===== src/design/ubt_pkg.sv =====
package ubt_pkg;

  localparam int VALUE_W = 48;
  localparam int SLOT_W  = 8;
  localparam int COUNT_W = 9;

  localparam logic [1:0] CMD_ADD      = 2'd0;
  localparam logic [1:0] CMD_DEL_VAL  = 2'd1;
  localparam logic [1:0] CMD_DEL_SLOT = 2'd2;

  typedef enum logic [1:0] {
    OP_ADD,
    OP_DEL_VAL,
    OP_DEL_SLOT,
    OP_BAD
  } op_t;

  typedef enum logic [1:0] {
    ST_OK,
    ST_FULL,
    ST_NOT_FOUND,
    ST_BAD_INDEX
  } status_t;

  typedef enum logic [2:0] {
    S_IDLE,
    S_SCAN,
    S_MOVE,
    S_COPY,
    S_RESULT
  } bk_state_t;

  typedef struct packed {
    logic [1:0]         cmd;
    logic [VALUE_W-1:0] item_value;
    logic [SLOT_W-1:0]  slot_index;
  } ubt_in_t;

  typedef struct packed {
    logic [1:0]         status;
    logic [COUNT_W-1:0] entry_count;
    logic [SLOT_W-1:0]  slot_used;
  } ubt_out_t;

  // decoded command between front and back
  typedef struct packed {
    op_t                op;
    logic [VALUE_W-1:0] value;
    logic [SLOT_W-1:0]  slot;
  } ubt_cmd_t;

endpackage


===== src/design/ubt_fifo.sv =====
module ubt_fifo #(
  parameter int WIDTH = 8,
  parameter int DEPTH = 2
) (
  input  logic             clk,
  input  logic             rst,
  input  logic             push,
  input  logic [WIDTH-1:0] wdata,
  output logic             full,
  input  logic             pop,
  output logic [WIDTH-1:0] rdata,
  output logic             empty
);

  localparam int PW = (DEPTH > 1) ? $clog2(DEPTH) : 1;
  localparam int NW = $clog2(DEPTH + 1);
  localparam logic [PW-1:0] LAST = PW'(DEPTH - 1);

  logic [WIDTH-1:0] buffer [DEPTH];
  logic [PW-1:0]    wptr;
  logic [PW-1:0]    rptr;
  logic [NW-1:0]    used;
  logic             do_push;
  logic             do_pop;

  assign full    = (used == NW'(DEPTH));
  assign empty   = (used == '0);
  assign do_push = push && !full;
  assign do_pop  = pop && !empty;
  assign rdata   = buffer[rptr];

  always_ff @(posedge clk) begin
    if (rst) begin
      wptr <= '0;
      rptr <= '0;
      used <= '0;
    end else begin
      if (do_push) begin
        wptr <= (wptr == LAST) ? '0 : wptr + PW'(1);
      end
      if (do_pop) begin
        rptr <= (rptr == LAST) ? '0 : rptr + PW'(1);
      end
      if (do_push && !do_pop) begin
        used <= used + NW'(1);
      end else if (do_pop && !do_push) begin
        used <= used - NW'(1);
      end
    end
  end

  always_ff @(posedge clk) begin
    if (do_push) begin
      buffer[wptr] <= wdata;
    end
  end

endmodule


===== src/design/ubt_front.sv =====
module ubt_front
  import ubt_pkg::*;
(
  input  logic     clk,
  input  logic     rst,
  input  logic     push,
  input  ubt_in_t  req,
  output logic     full,
  input  logic     q_pop,
  output ubt_cmd_t q_cmd,
  output logic     q_empty
);

  ubt_cmd_t dec;
  logic [$bits(ubt_cmd_t)-1:0] q_data;

  always_comb begin
    dec.value = req.item_value;
    dec.slot  = req.slot_index;
    case (req.cmd)
      CMD_ADD:      dec.op = OP_ADD;
      CMD_DEL_VAL:  dec.op = OP_DEL_VAL;
      CMD_DEL_SLOT: dec.op = OP_DEL_SLOT;
      default:      dec.op = OP_BAD;
    endcase
  end

  ubt_fifo #(
    .WIDTH($bits(ubt_cmd_t)),
    .DEPTH(2)
  ) u_cmd_q (
    .clk  (clk),
    .rst  (rst),
    .push (push),
    .wdata(dec),
    .full (full),
    .pop  (q_pop),
    .rdata(q_data),
    .empty(q_empty)
  );

  assign q_cmd = ubt_cmd_t'(q_data);

endmodule


===== config.mk =====
export PLATFORM = sky130hd
export DESIGN_NAME = ubt_front
export DESIGN_NICKNAME = d
export VERILOG_FILES = /design/src/design/ubt_pkg.sv /design/src/design/ubt_fifo.sv /design/src/design/ubt_front.sv
export SDC_FILE = /design/constraint.sdc
export NUM_CORES = 1
export LEC_CHECK = 0
export ABC_AREA = 1
export BUFFER_PORTS_ARGS = -buffer_cell sky130_fd_sc_hd__buf_4
export CORE_ASPECT_RATIO = 1.5
export CORE_MARGIN = 3
export CORE_UTILIZATION = 47
export DETAILED_ROUTE_END_ITERATION = 7
export MAX_ROUTING_LAYER = met4
export PLACE_DENSITY = 0.76
export RECOVER_POWER = 100
export REMOVE_ABC_BUFFERS = 1
export SLEW_MARGIN = 25
export SYNTH_ARGS = -nofsm -noshare
export SYNTH_HDL_FRONTEND = slang
export SYNTH_SLANG_ARGS = --single-unit

===== constraint.sdc =====
create_clock -name clk -period 3.4 [get_ports clk]
set_input_delay 0.17 -clock clk [delete_from_list [all_inputs] [get_ports clk]]
set_output_delay 0.17 -clock clk [all_outputs]
set_load 0.01 [all_outputs]

; ---- After elaboration in Yosys (flattened, before gate mapping)
; Memories as Yosys holds them, arrays and structs flattened. A register that Yosys moved wholly into a read port is not among the register bits.
; Cells that the tools add are included.
[totals]
output_inout_bits = 60
in_bits = 62
elab_cells = 31
mem_count = 1
mem_bits_rw = 116
reg_bits = 4
[op_classes]
n_eq_ne = 3
n_reduce_logical = 11
n_mux = 9
add_sub_neg = 4
[mem_list]
columns = name, words, width, rd, rd_clocked_by_memory_dff, write_ports, line_no
row1 = u_cmd_q.buffer, 2, 58, 1, 1, 1, ubt_fifo.sv:19  ; logic [WIDTH-1:0] buffer [DEPTH];
[ops]
columns = cell, count
row1 = $mux 1, 6
row2 = $pmux 2 s3, 1
row3 = $eq 2x2->1 const B, 2
row4 = $logic_and 1x1->1, 4
row5 = $logic_not 1->1, 4
row6 = $logic_not 2->1, 2
row7 = $mux 2, 2
row8 = $add 1x1->1 const B, 2
row9 = $add 2x1->2 const B, 1
row10 = $eq 2x1->1 const B, 1
row11 = $reduce_bool 2->1, 1
row12 = $sub 2x1->2 const B, 1

; ---- Logic depth before layout (Yosys ltp)
[depth]
ltp_word = 7
depth_mapped = 10
ltp_nobuf = 10

; ---- Modules after synthesis
; Synthesis repeated with hierarchy kept, for this count alone.
[unflattened]
cells_unflattened = 219
hier_area_um2 = 4510.6
[by_module_without_submodules]
columns = mod, area_per_inst_um2, cells_each, n_inst
row1 = ubt_fifo, 4503.1, 217, 1
row2 = ubt_front, 7.5, 2, 1

; ---- Least setup slack after synthesis
; Ideal clock, no wire load.
[synth_path]
path_type = reg2reg
startpoint = register u_cmd_q.used[0]
endpoint = memory u_cmd_q.buffer[0][0] (netlist bit), enable pin
arrival_time_ns = 2.940
required_ns = 2.926
setup_slack_ns = -0.014
period_less_slack_ns = 3.414
setup_time_ns = 0.474
stages_incl_launch_ff = 3
path_cell_list = dfxtp_1 -> o21ai_1 -> nor2_1
[synth_between]
elab_chain_cells = 5
[synth_lines]
columns = element, line_no
row1 = "start, declared", ubt_fifo.sv:22  ; logic [NW-1:0] used;
row2 = "start signal, assigned", ubt_fifo.sv:45  ; used <= used + NW'(1);
row3 = "start signal, assigned", ubt_fifo.sv:47  ; used <= used - NW'(1);
row4 = $eq 2x2->1, ubt_fifo.sv:26  ; assign full = (used == NW'(DEPTH));
row5 = $logic_not 1->1, ubt_fifo.sv:28  ; assign do_push = push && !full;
row6 = $logic_and 1x1->1, ubt_fifo.sv:28
row7 = $mux 1, ubt_fifo.sv:53  ; if (do_push) begin
row8 = $mux 1 (not written as such), ubt_fifo.sv:54  ; buffer[wptr] <= wdata;
row9 = "end, declared", ubt_fifo.sv:19
; Every way passes these cells.

==> results.py <==
metrics = {
    "run_status": {
        "outcome": "finished with violations",
        "violations": "max-capacitance violations, max-slew violations",
    },
    "timing": {
        "hold_violations": 0,
        "max_freq_mhz": 394,
        "tightest_slew_ns": 1.56,
        "period_needed_ns": 2.54,
        "finalSetupTns_ns": 0,
        "setup_viol": 0,
        "period_share_pct": 74.7,
        "rsz0062_at_grt": "no",
        "slew_headroom_pct": -4.37,
        "fin_skew_ns": 0.00586,
        "finalMaxSlewViolations": 30,
    },
    "clock_network": {
        "clockBufferDepth": 2,
        "clk_pin_slew_ns": 0.05,
        "clk_latency_ns": 0.39,
        "cts-resized-gates": 0,
        "h-tree-depth": 4,
        "hold_buffers": 58,
        "cts_made_buffers": 17,
        "root_buffer": "clkbuf_16",
        "cts.sinks": 121,
        "cts_tree": "built",
        "cts_setup_buffers": 0,
    },
    "floorplanning": {
        "die_area_um2": 10800,
        "dieWidth_um": 86.0,
        "die_y_um": 126,
        "num_rows": 43,
        "num_io_pins": 122,
        "initial_core_util_pct": 48.5,
        "fp.coreArea_um2": 9310,
    },
    "drt": {
        "first_pass_iters": 4,
        "wl_um": 8860,
        "ant_nets": 0,
        "drcViolationCount": 0,
        "wl_per_cell_um": 16.4,
        "num_vias": 2628,
        "via_per_inst": 4.88,
        "drt_iter0_drc": 109,
    },
    "power": {
        "p_sw_share_pct": 24.8,
        "vdd_ir_drop_max_mv": 0.528,
        "comb_power_share_pct": 20.7,
        "p_int_mw": 3.48,
        "p_seq_share_pct": 42.8,
        "finalPower_mw": 4.63,
        "p_leak_nw": 2.36,
        "switchingPower_mw": 1.15,
        "power.density_nw_per_um2": 719,
        "pwr-share-clk_pct": 36.5,
    },
    "synthesis": {
        "synth_top_family_by_area": "multiplexers",
        "syn_area_um2": 4510,
        "ys_seq_elements": 121,
        "ys_types": 17,
        "synth_adder_area_share_pct": 0.277,
        "synth-compound-area-share_pct": 0.666,
        "syn-instance-count": 219,
        "synth_xor_area_share_pct": 0,
        "synth-simple-area-share_pct": 1.47,
        "ys_warn_count": 0,
        "avgSynthCellArea_um2": 20.6,
        "synth_seq_area_share_pct": 79.4,
        "muxShareOfSynthArea_pct": 16.1,
    },
    "global_route": {
        "antenna_found_initial": 1,
        "track_usage_pct": 17.5,
        "grt_overflow_total": 0,
        "grt_pass1_vias": 2749,
        "grt_max_degree": 35,
        "grt_pass1_wl_um": 13600,
    },
    "worst_setup_path": {
        "cp-end-kind": "output pin",
        "critical_path_buf_inv_count": 2,
        "crit_slowest_cell": "dfxtp_1",
        "crit_chain": "buf_12, mux2_1, buf_4",
        "path_class": "flip-flop to output pin",
        "critPathRequiredTime_ns": 3.23,
        "cpPeakStageDelay_ns": 1.12,
        "cp_max_fo": 34,
        "path_delay_family": "flip-flops",
        "start_kind": "flip-flop",
        "cp.arrival_ns": 2.37,
    },
    "flow_run": {
        "drv_cap": 1,
    },
    "placed_design": {
        "dp_hpwl_um": 5580,
        "place.gp.congestion": 0.747,
        "dp.cells": 448,
        "port_buffers": 121,
    },
    "layout": {
        "drive_above_1_share_pct": 31.2,
        "fin_cells": 539,
        "syn2layout_area_growth_pct": 42.8,
        "fin_util_pct": 69.2,
        "nets": 476,
        "nFillCells": 668,
    },
    "worst_hold_path": {
        "hp-class": "primary input to flip-flop",
    },
}
==> registers in the layout, indices dropped and copies added, names as in the netlist, named ones only <==
name and cells:
u_cmd_q.buffer 116, u_cmd_q.used 2, u_cmd_q.rptr 1, u_cmd_q.wptr 1
==> cell families after synthesis <==
| group | after synthesis |
|---|---|
| DFF | 121 |
| muxes | 58 |
| buffers and inverters | 17 |
| and+or+nand+nor | 16 |
| AOI/OAI and AO/OA | 6 |
| adders and majority gates | 1 |
==> synth_stat cells <==
cell type / number / area share (%)
buf_2: 3 / 0.33
ha_1: 1 / 0.28
nand2_1: 4 / 0.33
dfxtp_1: 5 / 2.2
mux2_2: 38 / 9.5
o21ai_0: 4 / 0.44
nor2_1: 9 / 0.75
buf_6: 3 / 0.75
inv_1: 9 / 0.75
o21ai_1: 1 / 0.11
and2_1: 1 / 0.14
a21oi_1: 1 / 0.11
edfxtp_1: 116 / 77
mux2_4: 20 / 6.7
nand4_1: 1 / 0.14
nand3_1: 1 / 0.11
clkbuf_1: 2 / 0.17
==> tightest hold or removal path, delay by kind of cell <==
family,cells,cell delay (ns)
and+or+nand+nor,2,0.10
buffers and inverters,2,0.14
==> worst paths after layout <==
check | startpoint | endpoint | slack (ns) | depth (start not counted)
hold / removal | rst | u_cmd_q.used[1]$_SDFFE_PP0P_ | 0.05 | 4
setup reg to reg | u_cmd_q.used[0]$_SDFFE_PP0P_ | u_cmd_q.buffer[1][40]$_DFFE_PP_ | 0.90 | 3
hold reg to reg | u_cmd_q.wptr$_SDFFE_PP0P_ | u_cmd_q.wptr$_SDFFE_PP0P_ | 0.52 | 2
setup / recovery | flip-flop | q_cmd[55] | 0.86 | 3
==> power by group through the flow <==
stage	sequential [mW]	clock, mW	combinational, mW
floorplan	2.03	0	0.570
global placement	2.00	0	1.08
detailed placement	2.02	0	1.10
CTS	1.99	1.72	1.16
global route	2.00	1.79	1.05
finish	1.98	1.69	0.960
==> placed cells by master (no fill, tap or decap), types with 8 or more instances in the layout <==
cell type / Yosys / routed
nor2_1: 9 / 8
dlygate4sd3_1: 0 / 58
clkbuf_4: 0 / 40
clkbuf_16: 0 / 17
buf_4: 0 / 28
mux2_2: 38 / 34
inv_1: 9 / 9
mux2_1: 0 / 22
edfxtp_1: 116 / 116
clkbuf_1: 2 / 58
==> layer usage <==
| layer | GRT usage (%) | wire, um |
|---|---|---|
| met5 | - | 0 |
| met3 | 4.91 | 343 |
| met4 | 9.88 | 219 |
| met1 | 17.5 | 3180 |
| met2 | 30.0 | 5110 |
==> metrics by stage <==
stage | setup slack, ns | area [um2] | hold slack [ns]
floorplan | -0.0139 | 4450 | 0.269
global placement | 1.46 | 5570 | 0.355
detailed placement | 1.37 | 5570 | 0.358
CTS | 1.10 | 6720 | 0.0315
global route | 0.664 | 6440 | 0.0725
finish | 0.860 | 6440 | 0.0518
==> cell type report <==
class	count	area [um2]	area share, %
tap	112	140	2.18
multi-input combinational	81	772	12.0
clock inverter	11	129	2.00
antenna	1	2.50	0.0389
clock buffer	21	440	6.84
inverter	9	33.8	0.525
timing repair buffer	183	1340	20.8
sequential	121	3580	55.6
Note: power is estimated with default switching activity, not from simulation.
