===== src/design/ubt_fifo.sv =====
module ubt_fifo #(
  parameter int WIDTH = 8,
  parameter int DEPTH = 2
) (
  input  logic             clk,
  input  logic             rst,
  input  logic             push,
  input  logic [WIDTH-1:0] wdata,
  output logic             full,
  input  logic             pop,
  output logic [WIDTH-1:0] rdata,
  output logic             empty
);

  localparam int PW = (DEPTH > 1) ? $clog2(DEPTH) : 1;
  localparam int NW = $clog2(DEPTH + 1);
  localparam logic [PW-1:0] LAST = PW'(DEPTH - 1);

  logic [WIDTH-1:0] buffer [DEPTH];
  logic [PW-1:0]    wptr;
  logic [PW-1:0]    rptr;
  logic [NW-1:0]    used;
  logic             do_push;
  logic             do_pop;

  assign full    = (used == NW'(DEPTH));
  assign empty   = (used == '0);
  assign do_push = push && !full;
  assign do_pop  = pop && !empty;
  assign rdata   = buffer[rptr];

  always_ff @(posedge clk) begin
    if (rst) begin
      wptr <= '0;
      rptr <= '0;
      used <= '0;
    end else begin
      if (do_push) begin
        wptr <= (wptr == LAST) ? '0 : wptr + PW'(1);
      end
      if (do_pop) begin
        rptr <= (rptr == LAST) ? '0 : rptr + PW'(1);
      end
      if (do_push && !do_pop) begin
        used <= used + NW'(1);
      end else if (do_pop && !do_push) begin
        used <= used - NW'(1);
      end
    end
  end

  always_ff @(posedge clk) begin
    if (do_push) begin
      buffer[wptr] <= wdata;
    end
  end

endmodule


===== config.mk =====
export PLATFORM = sky130hd
export DESIGN_NAME = ubt_fifo
export DESIGN_NICKNAME = d
export VERILOG_FILES = /design/src/design/ubt_fifo.sv
export SDC_FILE = /design/constraint.sdc
export NUM_CORES = 1
export LEC_CHECK = 0
export BUFFER_PORTS_ARGS = -buffer_cell sky130_fd_sc_hd__buf_2
export CELL_PAD_IN_SITES_DETAIL_PLACEMENT = 1
export CELL_PAD_IN_SITES_GLOBAL_PLACEMENT = 1
export CORE_UTILIZATION = 39
export DETAILED_ROUTE_END_ITERATION = 6
export PLACE_DENSITY_LB_ADDON = 0.1
export SLEW_MARGIN = 0
export SYNTH_ARGS = -nofsm -noshare
export SYNTH_HDL_FRONTEND = slang
export SYNTH_SLANG_ARGS = --single-unit

===== constraint.sdc =====
create_clock -name clk -period 2.2 [get_ports clk]
set_clock_uncertainty 0.1 [all_clocks]
set_input_delay 0.22 -clock clk [delete_from_list [all_inputs] [get_ports clk]]
set_output_delay 0.22 -clock clk [all_outputs]
set_load 0.05 [all_outputs]

# Word-level counts from Yosys, hierarchy flattened
# Memories as Yosys holds them, arrays and structs flattened. A register that Yosys moved wholly into a read port is not among the register bits.
# Cells that the tools add are included.
[classes] add_sub_neg=4 reduce_logical=10 n_eq_ne=1 mux=8
[ops] op="1-bit two-way mux" n=6
[ops] op="1-bit logical AND" n=4
[ops] op="1-bit zero test" n=4
[ops] op="2-bit two-way mux" n=2
[ops] op="1-bit adder (second input constant)" n=2
[ops] op="2-bit by 1-bit adder with 2-bit output (second input constant)" n=1
[ops] op="2-bit == test (second input constant)" n=1
[ops] op="2-bit zero test" n=1
[ops] op="2-bit nonzero test" n=1
[ops] op="2-bit by 1-bit subtractor with 2-bit output (second input constant)" n=1
[totals] word_cells=27 regBits=4 mem_bits_rw=16 input_bits=12 mem_count=1 output_inout_bits=10
[memory_table] memory="buffer" words=2 word_bits=8 rd=1 rd_clocked_by_memory_dff=1 write_ports=1 line="19" text="logic [WIDTH-1:0] buffer [DEPTH];"

# Depth between registers and ports, before layout
# Gate-level depths: netlist (run 1).
[logic_depth] depth_word=7 ltp_mapped=6 ltp_nobuf=6

# Least setup slack after synthesis (run 1)
# OpenSTA, ideal clock, no wires.
[synth_timing] path_type="register to register" start="register used[1]" end="register used[1]" path_buffers=0 required_time_ns=2.030 synth_period_minus_slack_ns=1.943 path_slack_ns=0.257 setup_ns=0.070 path_stages_with_launch=6 t_arrival_ns=1.773 cell_sequence="dfxtp_1 nor2b_2 nor2_1 ha_1 or3_1 a21oi_1"
[synth_between] elab_chain_cells=6 elab_cells_between_ends=15 cone_classes="add/sub: 2; eq/ne: 1; mux: 2; reduce/logical: 10"
[synth_rtl] element="start, declared" line="22" text="logic [NW-1:0] used;"
[synth_rtl] element="start signal, assigned" line="45" text="used <= used + NW'(1);"
[synth_rtl] element="start signal, assigned" line="47" text="used <= used - NW'(1);"
[synth_rtl] element="2-bit == test *" line="26" text="assign full = (used == NW'(DEPTH));"
[synth_rtl] element="via full" line="9" text="output logic full,"
[synth_rtl] element="1-bit zero test *" line="28" text="assign do_push = push && !full;"
[synth_rtl] element="1-bit logical AND *" line="28"
[synth_rtl] element="1-bit zero test" line="46" text="end else if (do_pop && !do_push) begin"
[synth_rtl] element="1-bit logical AND" line="46"
[synth_rtl] element="2-bit nonzero test (no line)"
# Mark *: on every way through the listed nets, which the timed path passes. The rest lies on a longest branch. The select of a mux whose other input is x is not followed.
# A chain may end at the register's enable or synchronous reset.

==> impl_metrics.env, run 1 <==
export IMPL_postCtsHoldBufs=6
export IMPL_cts_buffers=3
export IMPL_rsz0062_at_grt="false"
export IMPL_num_rows=15
export IMPL_coreArea_um2=1820
export IMPL_synth_xor_area_share_pct=3.31
export IMPL_die_h_um=47.1
export IMPL_yosysWarnings=0
export IMPL_worst_setup_path_start_kind="flip-flop"
export IMPL_finalCritPeriodShare_pct=80.6
export IMPL_dieArea_um2=2220
export IMPL_outcome="finished, final reports clean"
export IMPL_synth_area_mux_share_pct=11.4
export IMPL_clkLatencyLatePin_ns=0.30
export IMPL_max_cap_viol_count=0
export IMPL_hold_ws_ns=0.0101
export IMPL_yosysSeqAreaShare_pct=73.2
export IMPL_peakVddDrop_mv=0.584
export IMPL_postCtsResizedCells=0
export IMPL_synthSimpleGateAreaFrac_pct=5.84
export IMPL_antenna_left=0
export IMPL_grt_start_max_net_pins=12
export IMPL_syn_inst=50
export IMPL_powerDensity_nw_per_um2=1250
export IMPL_io_buffers=21
export IMPL_worstSetupPathType="flip-flop to primary output"
export IMPL_grt_total_usage_pct=12.8
export IMPL_design_area_um2=1010
export IMPL_vias=496
export IMPL_synth_cell_types=13
export IMPL_fin_nets=94
export IMPL_clockBufferDepth=2
export IMPL_first_pass_iters=4
export IMPL_final_core_utilization_pct=55.5
export IMPL_cts_tree="yes"
export IMPL_fmax_ghz=0.564
export IMPL_slew_headroom_pct=73.7
export IMPL_place_hpwl_um=938
export IMPL_setup_violations_final=0
export IMPL_slew_viol_final=0
export IMPL_cts_setup_buffers=0
export IMPL_clk_pin_slew_worst_paths_ns=0.11
export IMPL_n_antenna_cell=0
export IMPL_synth_seq_cells=21
export IMPL_synth_fa_ha_area_share_pct=1.58
export IMPL_hold_path_class="input port to flip-flop"
export IMPL_drc=0
export IMPL_drt_total_wl_um=1320
export IMPL_worstMarginPinSlew_ns=0.395
export IMPL_drt_vias_per_instance=4.72
export IMPL_hold_viol=0
export IMPL_start_util_pct=43.6
export IMPL_multi_input_area_um2=200
export IMPL_place_area_um2=925
export IMPL_worstPathRequired_ns=1.88
export IMPL_ff_latch_area_um2=581
export IMPL_syn2layout_area_growth_pct=27.4
export IMPL_antenna_found_initial=0
export IMPL_drt_iter0_drc=2
export IMPL_place_congestion=0.635
export IMPL_synth_nets=63
export IMPL_wl_per_cell_um=12.5
export IMPL_post_route_cells_drive_above_1_share_pct=41.3
export IMPL_cts_sinks=21
export IMPL_path_max_fanout=8
export IMPL_fillers=204
export IMPL_cts_max_level=1
export IMPL_leakage_uw=0.000403
export IMPL_clock_root_buffer="clkbuf_4"
export IMPL_grt_pass1_vias=463
export IMPL_io_pins=22
export IMPL_grt_pass1_wl_um=1820
export IMPL_timing_final_crit_period_ns=1.77
export IMPL_syn_avg_cell_area_um2=15.9
export IMPL_total_power_uw=1270
export IMPL_cp_arrival_ns=1.45
export IMPL_grt_overflow=0
export IMPL_tns_ns=0
export IMPL_die_w_um=47.1
export IMPL_syn_cell_area_um2=793
export IMPL_synth_top_family_by_area="multiplexers"
export IMPL_synth_compound_area_share_pct=3.15
export IMPL_cp_end_kind="primary output"
## kinds of logic after synthesis
logic type | Yosys count
mux | 8
flops | 21
fa+ha+maj | 1
xor+xnor | 3
compound gates | 5
buf+inv | 3
simple gates | 9
## report_power, final
group	switching (uW)	leakage (uW)	internal, uW
clock	109	0.0000150	70.6
sequential	53.0	0.000191	506
combinational	366	0.000197	164
total	527	0.000403	740
## cell usage in the layout (no fill, tap or decap)
master         count
a21oi_1            2
and2_1             1
buf_2             21
clkbuf_1           1
clkbuf_4           3
dfxtp_1            5
dlygate4sd3_1      6
edfxtp_1          16
ha_1               1
inv_1              2
mux2_2             8
nor2_1             5
nor2b_2            1
o21ai_0            3
or3_1              2
xor2_1             3
## cell type report
cell class / instances / area share (%)
sequential: 21 / 57.4
tap: 25 / 3.09
multi-input combinational: 26 / 19.8
timing repair buffer: 27 / 16.3
inverter: 2 / 0.743
clock buffer: 4 / 2.60
## Yosys cell counts (all sizes together)
| library cell | number | share of area, % |
|---|---|---|
| edfxtp | 16 | 61 |
| mux2 | 8 | 11 |
| buf | 1 | 0.63 |
| or3 | 2 | 1.6 |
| and2 | 1 | 0.79 |
| dfxtp | 5 | 13 |
| inv | 2 | 0.95 |
| o21ai | 3 | 1.9 |
| nor2b | 1 | 1.1 |
| xor2 | 3 | 3.3 |
| nor2 | 5 | 2.4 |
| a21oi | 2 | 1.3 |
| ha | 1 | 1.6 |
## final timing paths
kind / from / end / slack [ns] / depth (start not counted)
min: wdata[6] / buffer[0][6] / 0.01 / 1
max: flip-flop / rdata[6] / 0.43 / 2
min reg2reg: wptr / wptr / 0.42 / 2
max reg2reg: used[0] / used[1] / 0.52 / 4
## metal layers
| layer | global-route usage, % | routed length, um | vias up |
|---|---|---|---|
| li1 | - | - | 240 |
| met4 | 8.57 | 7 | 0 |
| met2 | 21.9 | 689 | 14 |
| met5 | 0 | 0 | - |
| met3 | 2.31 | 45 | 2 |
| met1 | 14.5 | 573 | 240 |
## flip-flops by register name, indices dropped and copies added (netlist names), named ones only
name and flops:
used 2, buffer 16, wptr 1, rptr 1
## per-stage QoR
| stage | worst slack (ns) | cells |
|---|---|---|
| 2_1_floorplan | 0.257 | 50 |
| 3_3_place_gp | 0.582 | 95 |
| 3_5_place_dp | 0.531 | 95 |
| 4_1_cts | 0.396 | 105 |
| 5_1_grt | 0.347 | 105 |
| 6_report | 0.428 | 105 |
## critical path, cell delays in order, from the launching register on
cell     delay (ns)
dfxtp_1        0.55
mux2_2         0.39
buf_2          0.21
(Power assumes the default switching activity.)
==> run 2: changes to the inputs <==
ABC_AREA = 1   (was unset)
CORE_ASPECT_RATIO = 0.6   (was unset)
CORE_UTILIZATION = 35   (was 39)
clock period = 1.46 ns   (was 2.2 ns; I/O delays follow)
==> run 2 against run 1 <==
- the run now ends with setup timing left
- die area grew 16%
- utilization grew 2.1 points
- clock power grew 100%
- register-to-register slack lost 0.47 ns
- via count grew 21%
- design area grew 25%
- worst hold slack gained 0.073 ns
==> impl_metrics.env, run 2 <==
export IMPL_outcome="finished with violations"
export IMPL_violations="setup timing"
export IMPL_largestRegisters="buffer x16, used x2"
export IMPL_setup_slack_ns=-0.00853
export IMPL_vias=600
export IMPL_synth_area_mux_share_pct=10.9
export IMPL_post_route_cells_drive_above_1_share_pct=49.5
export IMPL_path_max_fanout=8
export IMPL_antenna_left=0
export IMPL_cp_end_kind="primary output"
export IMPL_setup_violations_final=4
export IMPL_worstPathRequired_ns=1.21
export IMPL_final_common_cell="edfxtp_1"
export IMPL_top_register="buffer"
export IMPL_first_pass_iters=2
export IMPL_syn2layout_area_growth_pct=52.7
export IMPL_place_area_um2=1040
export IMPL_synth_top_area_share_pct=58.0
export IMPL_design_area_um2=1260
export IMPL_io_buffers=21
export IMPL_worstMarginPinSlew_ns=0.257
export IMPL_async_flop_share_pct=0
export IMPL_antenna_found_initial=0
export IMPL_drc=0
export IMPL_grt_overflow=0
export IMPL_worstSetupPathType="flip-flop to primary output"
export IMPL_rsz0062_at_grt="true"
export IMPL_critPathBufInv=2
export IMPL_clock_root_buffer="clkbuf_8"
export IMPL_fin_nets=117
export IMPL_final_core_utilization_pct=57.6
export IMPL_timing_final_crit_period_ns=1.47
export IMPL_powerDensity_nw_per_um2=1870
export IMPL_largest_reg_flops=16
export IMPL_yosysWarnings=0
export IMPL_synth_area_leaders="edfxtp_1 (58%), dfxtp_1 (12%), mux2_2 (11%)"
export IMPL_crit_cells=3
export IMPL_drt_total_wl_um=1830
export IMPL_place_hpwl_um=1260
export IMPL_r2r_cells=7
export IMPL_synth_fa_ha_area_share_pct=1.51
export IMPL_yosysSeqAreaShare_pct=70.1
export IMPL_reg2reg_to="used[1]"
export IMPL_slew_headroom_pct=83.0
export IMPL_cp_arrival_ns=1.22
export IMPL_hold_viol=0
export IMPL_clk_pin_slew_worst_paths_ns=0.07
export IMPL_drt_iter0_drc=1
export IMPL_synth_nets=75
export IMPL_placed_cells=120
export IMPL_grt_total_usage_pct=16.4
export IMPL_total_power_uw=2370
export IMPL_synth_xor_area_share_pct=0
export IMPL_syn_cell_area_um2=828
export IMPL_clockBufferDepth=2
export IMPL_slowest_delay_ns=0.34
export IMPL_synth_compound_area_share_pct=4.53
export IMPL_cts_tree="yes"
export IMPL_syn_avg_cell_area_um2=13.4
export IMPL_place_congestion=0.824
export IMPL_synthSimpleGateAreaFrac_pct=8.31
export IMPL_n_antenna_cell=0
export IMPL_start_util_pct=37.7
export IMPL_path_cells="buf_12, mux2_2, buf_6"
export IMPL_cp_slowest_cell="dfxtp_2"
export IMPL_crit_end="rdata[2]"
export IMPL_synth_seq_cells=21
export IMPL_synth_edff_count=16
export IMPL_slew_viol_final=0
export IMPL_fillers=227
export IMPL_synth_largest_area_cell="edfxtp_1"
export IMPL_syn_inst=62
export IMPL_die_w_um=64.8
export IMPL_grt_pass1_wl_um=2770
export IMPL_die_h_um=39.7
export IMPL_yosys_most_used_dff="edfxtp_1"
export IMPL_grt_start_max_net_pins=12
export IMPL_drt_vias_per_instance=4.51
export IMPL_final_cells=133
export IMPL_leakage_uw=0.000535
export IMPL_cts_buffers=3
export IMPL_cp_top_family="flip-flops"
export IMPL_finalCritPeriodShare_pct=101
export IMPL_rrSetupSlack_ns=0.05
export IMPL_regToRegStartpoint="used[1]"
export IMPL_synth_top_family_by_area="multiplexers"
export IMPL_clkLatencyLatePin_ns=0.26
export IMPL_cts_sinks=21
export IMPL_grt_pass1_vias=587
export IMPL_pre_cts_ws_ns=-0.0117
export IMPL_dieArea_um2=2570
export IMPL_synth_cell_types=16
export IMPL_max_cap_viol_count=0
export IMPL_yosys_cell_count_top_type="edfxtp_1"
export IMPL_worst_setup_path_start_kind="flip-flop"
export IMPL_num_rows=13
export IMPL_wl_per_cell_um=13.8
export IMPL_hold_path_class="input port to flip-flop"
export IMPL_coreArea_um2=2200
export IMPL_layout_common_cells="edfxtp_1 (16), buf_2 (12), nor2_1 (9), buf_4 (9), dlygate4sd3_1 (8)"
export IMPL_io_pins=22
export IMPL_yosys_top_cells_count="edfxtp_1 (16), nor2_1 (9), mux2_2 (8)"
export IMPL_cts_max_level=1
export IMPL_peakVddDrop_mv=1.15
export IMPL_fmax_ghz=0.681
run 2: cell count changes after synthesis, sizes merged:
cell and change:
or3 -2, a21oi -1, nor2b -1, nand2 +4, nand4 +1, inv +7
o21ai +2, nand3 +1, xor2 -3, nor2 +4
run 2: kinds of logic after synthesis:
group | after synthesis
multiplexers | 8
AND/OR/NAND/NOR | 16
buffers and inverters | 10
adder cells (fa/ha/maj) | 1
flip-flops | 21
AO/OA/AOI/OAI | 6
run 2: worst min path at each step:
stage,startpoint,to,slack [ns],cells after the start
after floorplan,wdata[0],buffer[0][0],0.14,0
after global placement,wdata[0],buffer[1][0],0.24,1
after detailed placement,wdata[3],buffer[1][3],0.24,1
after CTS,rst,used[1],0.09,4
after global routing,rst,used[1],0.10,4
final,rst,used[1],0.08,4
run 2: per-stage QoR:
step | TNS (ns) | hold slack [ns]
floorplan | 0 | 0.145
CTS | -0.120 | 0.0890
global route | -0.285 | 0.104
detailed placement | -0.0117 | 0.239
finish | -0.0300 | 0.0827
global placement | 0 | 0.235
run 2: metal layers:
metal / vias up / part of all wire, % / track usage (%)
met2: 11 / 51 / 27.6
met1: 292 / 44 / 19.0
met3: 2 / 3.5 / 6.69
met5: - / 0 / 0
li1: 295 / - / -
met4: 0 / 0.65 / 6.67
run 2: cell type report:
cell class | instances | area, um2 | share of cell area (%)
Tap cell | 30 | 37.5 | 2.97
Timing Repair Buffer | 38 | 333 | 26.3
Clock buffer | 4 | 45.0 | 3.56
Multi-Input combinational cell | 31 | 231 | 18.3
Sequential cell | 21 | 584 | 46.2
Inverter | 9 | 33.8 | 2.67
run 2: power breakdown:
| part | leakage (uW) | switching, uW | internal (uW) |
|---|---|---|---|
| combinational | 0.000320 | 674 | 491 |
| clock | 0.0000228 | 171 | 194 |
| sequential | 0.000192 | 66.5 | 771 |
run 2: tightest hold or removal path, delay by kind of cell:
| family | cells | cell delay [ns] |
|---|---|---|
| buf+inv | 2 | 0.14 |
| simple gates | 2 | 0.12 |
run 2: repair_timing:
item                       in CTS  in global routing
hold buffers                    8                  0
resized for setup              20                 13
hold endpoints to repair       16                  0
pin swaps                       0                  1
buffers inserted                0                  1
setup endpoints to repair      10                 28
==> run 3: changes to the inputs <==
CORE_ASPECT_RATIO = unset   (was 0.6)
==> run 3 against run 2 <==
- the flow still finishes with violations (setup timing)
- highest routed layer unchanged
- first-iteration DRC count grew to 7.0 times the previous value
- critical endpoint is now rdata[5]
- global-route usage rose by 1.2 points
- critical path type unchanged
- sequential share of layout area decreased by 1.1 points
==> impl_metrics.env, run 3 (synthesis results as in run 2) <==
export IMPL_clk_pin_slew_worst_paths_ns=0.12
export IMPL_io_pins=22
export IMPL_dr_wl_met3_um=56
export IMPL_dieArea_um2=2560
export IMPL_regToRegStartpoint="used[1]"
export IMPL_vias=612
export IMPL_setup_violations_final=8
export IMPL_wl_per_cell_um=13.8
export IMPL_hold_ws_ns=0.106
export IMPL_crit_end="rdata[5]"
export IMPL_cts_tree="yes"
export IMPL_worstSetupPathType="flip-flop to primary output"
export IMPL_cts_sinks=21
export IMPL_timing_final_crit_period_ns=1.53
export IMPL_fillers=230
export IMPL_fmax_ghz=0.655
export IMPL_grt_total_usage_pct=17.6
export IMPL_hold_viol=0
export IMPL_peakVddDrop_mv=1.08
export IMPL_drt_total_wl_um=1820
export IMPL_max_cap_viol_count=0
export IMPL_final_common_cell="edfxtp_1"
export IMPL_cts_buffers=3
export IMPL_ff_latch_area_um2=587
export IMPL_wl_met2_um=1010
export IMPL_worstMarginPinSlew_ns=0.252
export IMPL_wirelength_met1_um=674
export IMPL_slowest_delay_ns=0.36
export IMPL_worstPathRequired_ns=1.21
export IMPL_clock_root_buffer="clkbuf_4"
export IMPL_die_w_um=50.6
export IMPL_switchingPower_uw=930
export IMPL_finalCritPeriodShare_pct=105
export IMPL_place_congestion=0.677
export IMPL_combPwrFrac_pct=52.5
export IMPL_syn2layout_area_growth_pct=57.1
export IMPL_reg2reg_to="used[0]"
export IMPL_path_cells="buf_6, mux2_4, buf_8"
export IMPL_hold_path_class="input port to flip-flop"
export IMPL_tns_ns=-0.412
export IMPL_fin_nets=118
export IMPL_slew_viol_final=0
export IMPL_top_register="buffer"
export IMPL_intPower_uw=1430
export IMPL_largestRegisters="buffer x16, used x2"
export IMPL_crit_cells=3
export IMPL_antenna_found_initial=0
export IMPL_io_buffers=21
export IMPL_leakage_uw=0.000555
export IMPL_layout_common_cells="edfxtp_1 (16), buf_2 (12), dlygate4sd3_1 (9)"
export IMPL_start_util_pct=37.4
export IMPL_drt_iter0_drc=7
export IMPL_antenna_left=0
export IMPL_rsz0062_at_grt="true"
export IMPL_num_rows=17
export IMPL_place_hpwl_um=1160
export IMPL_post_route_cells_drive_above_1_share_pct=51.0
export IMPL_clkLatencyLatePin_ns=0.31
export IMPL_seqPwrFrac_pct=35.3
export IMPL_clockBufferDepth=2
export IMPL_multi_input_area_um2=262
export IMPL_cp_top_family="flip-flops"
export IMPL_switching_share_pct=39.4
export IMPL_rrSetupSlack_ns=0.09
export IMPL_coreArea_um2=2210
export IMPL_slew_headroom_pct=83.3
export IMPL_setup_slack_ns=-0.0675
export IMPL_powerDensity_nw_per_um2=1810
export IMPL_top_layer="met4"
export IMPL_grt_pass1_wl_um=3030
export IMPL_largest_reg_flops=16
export IMPL_cp_arrival_ns=1.28
export IMPL_violations="setup timing"
export IMPL_cp_end_kind="primary output"
export IMPL_cts_setup_buffers=0
export IMPL_drc=0
export IMPL_r2r_cells=7
export IMPL_path_max_fanout=4
export IMPL_grt_overflow=0
export IMPL_final_cells=132
export IMPL_clockPowerShare_pct=12.2
export IMPL_placed_cells=119
export IMPL_grt_pass1_vias=674
export IMPL_first_pass_iters=2
export IMPL_grt_start_max_net_pins=13
export IMPL_critPathBufInv=2
export IMPL_cp_slowest_cell="dfxtp_2"
export IMPL_cts_max_level=1
export IMPL_die_h_um=50.6
export IMPL_n_antenna_cell=0
export IMPL_worst_setup_path_start_kind="flip-flop"
export IMPL_drt_vias_per_instance=4.64
export IMPL_outcome="finished with violations"
## run 3: cell count changes in the layout (fill, tap and decap cells not counted), moves of 2 or more
cell,before,now
buf_8,4,8
mux2_2,4,0
mux2_4,4,8
clkbuf_4,0,3
clkbuf_8,3,0
buf_4,9,7
## run 3: repair_timing
item                       4_1_cts  5_1_grt
cloned                           0        0
pin swaps                        0        1
resized for setup               36        8
setup endpoints to repair        9       11
hold buffers                     8        1
hold endpoints to repair        16        1
## run 3: tightest hold or removal path: stages
cell and delay [ns]:
buf_2 0.11, o21ai_4 0.08, o21ai_1 0.08, nor2_1 0.08
## run 3: through the flow
| stage | worst slack (ns) | power (uW) | utilization (%) | cell area [um2] |
|---|---|---|---|---|
| 2_1_floorplan | 0.0388 | 1480 | - | 828 |
| 3_3_place_gp | 0.0966 | 1730 | 46.6 | 1030 |
| 3_5_place_dp | 0.0390 | 1760 | 46.6 | 1030 |
| 4_1_cts | -0.0732 | 2290 | 57.0 | 1260 |
| 5_1_grt | -0.124 | 2500 | 58.8 | 1300 |
| 6_report | -0.0675 | 2360 | 58.8 | 1300 |
## run 3: layout make-up
type                            count  area share, %
Sequential cell                    21           45.1
Timing Repair Buffer               39           27.4
Multi-Input combinational cell     31           20.1
Tap cell                           28           2.69
Inverter                            9           2.60
Clock buffer                        3           1.73
Clock inverter                      1          0.385
## run 3: how the worst min path moves through the flow
stage / start / endpoint / slack [ns] / cells past startpoint
6_report: pop / flip-flop / 0.11 / 4
5_1_grt: pop / flip-flop / 0.11 / 4
4_1_cts: rst / used[1] / 0.001 / 4
3_5_place_dp: wdata[5] / buffer[1][5] / 0.24 / 1
3_3_place_gp: wdata[4] / buffer[0][4] / 0.23 / 1
2_1_floorplan: wdata[0] / buffer[0][0] / 0.14 / 0
## run 3: power by group through the flow
| stage | clock, uW | combinational, uW | sequential, uW |
|---|---|---|---|
| after floorplan | 0 | 655 | 825 |
| after global placement | 0 | 915 | 817 |
| after detailed placement | 0 | 932 | 823 |
| after CTS | 301 | 1170 | 817 |
| after global routing | 330 | 1330 | 843 |
| final | 287 | 1240 | 832 |
## run 3: layer usage
layer  GRT usage [%]  vias to the layer above
met5               0                        -
met4            14.4                        0
met3            4.55                       10
met2            29.8                       17
met1            18.0                      289
li1                -                      296
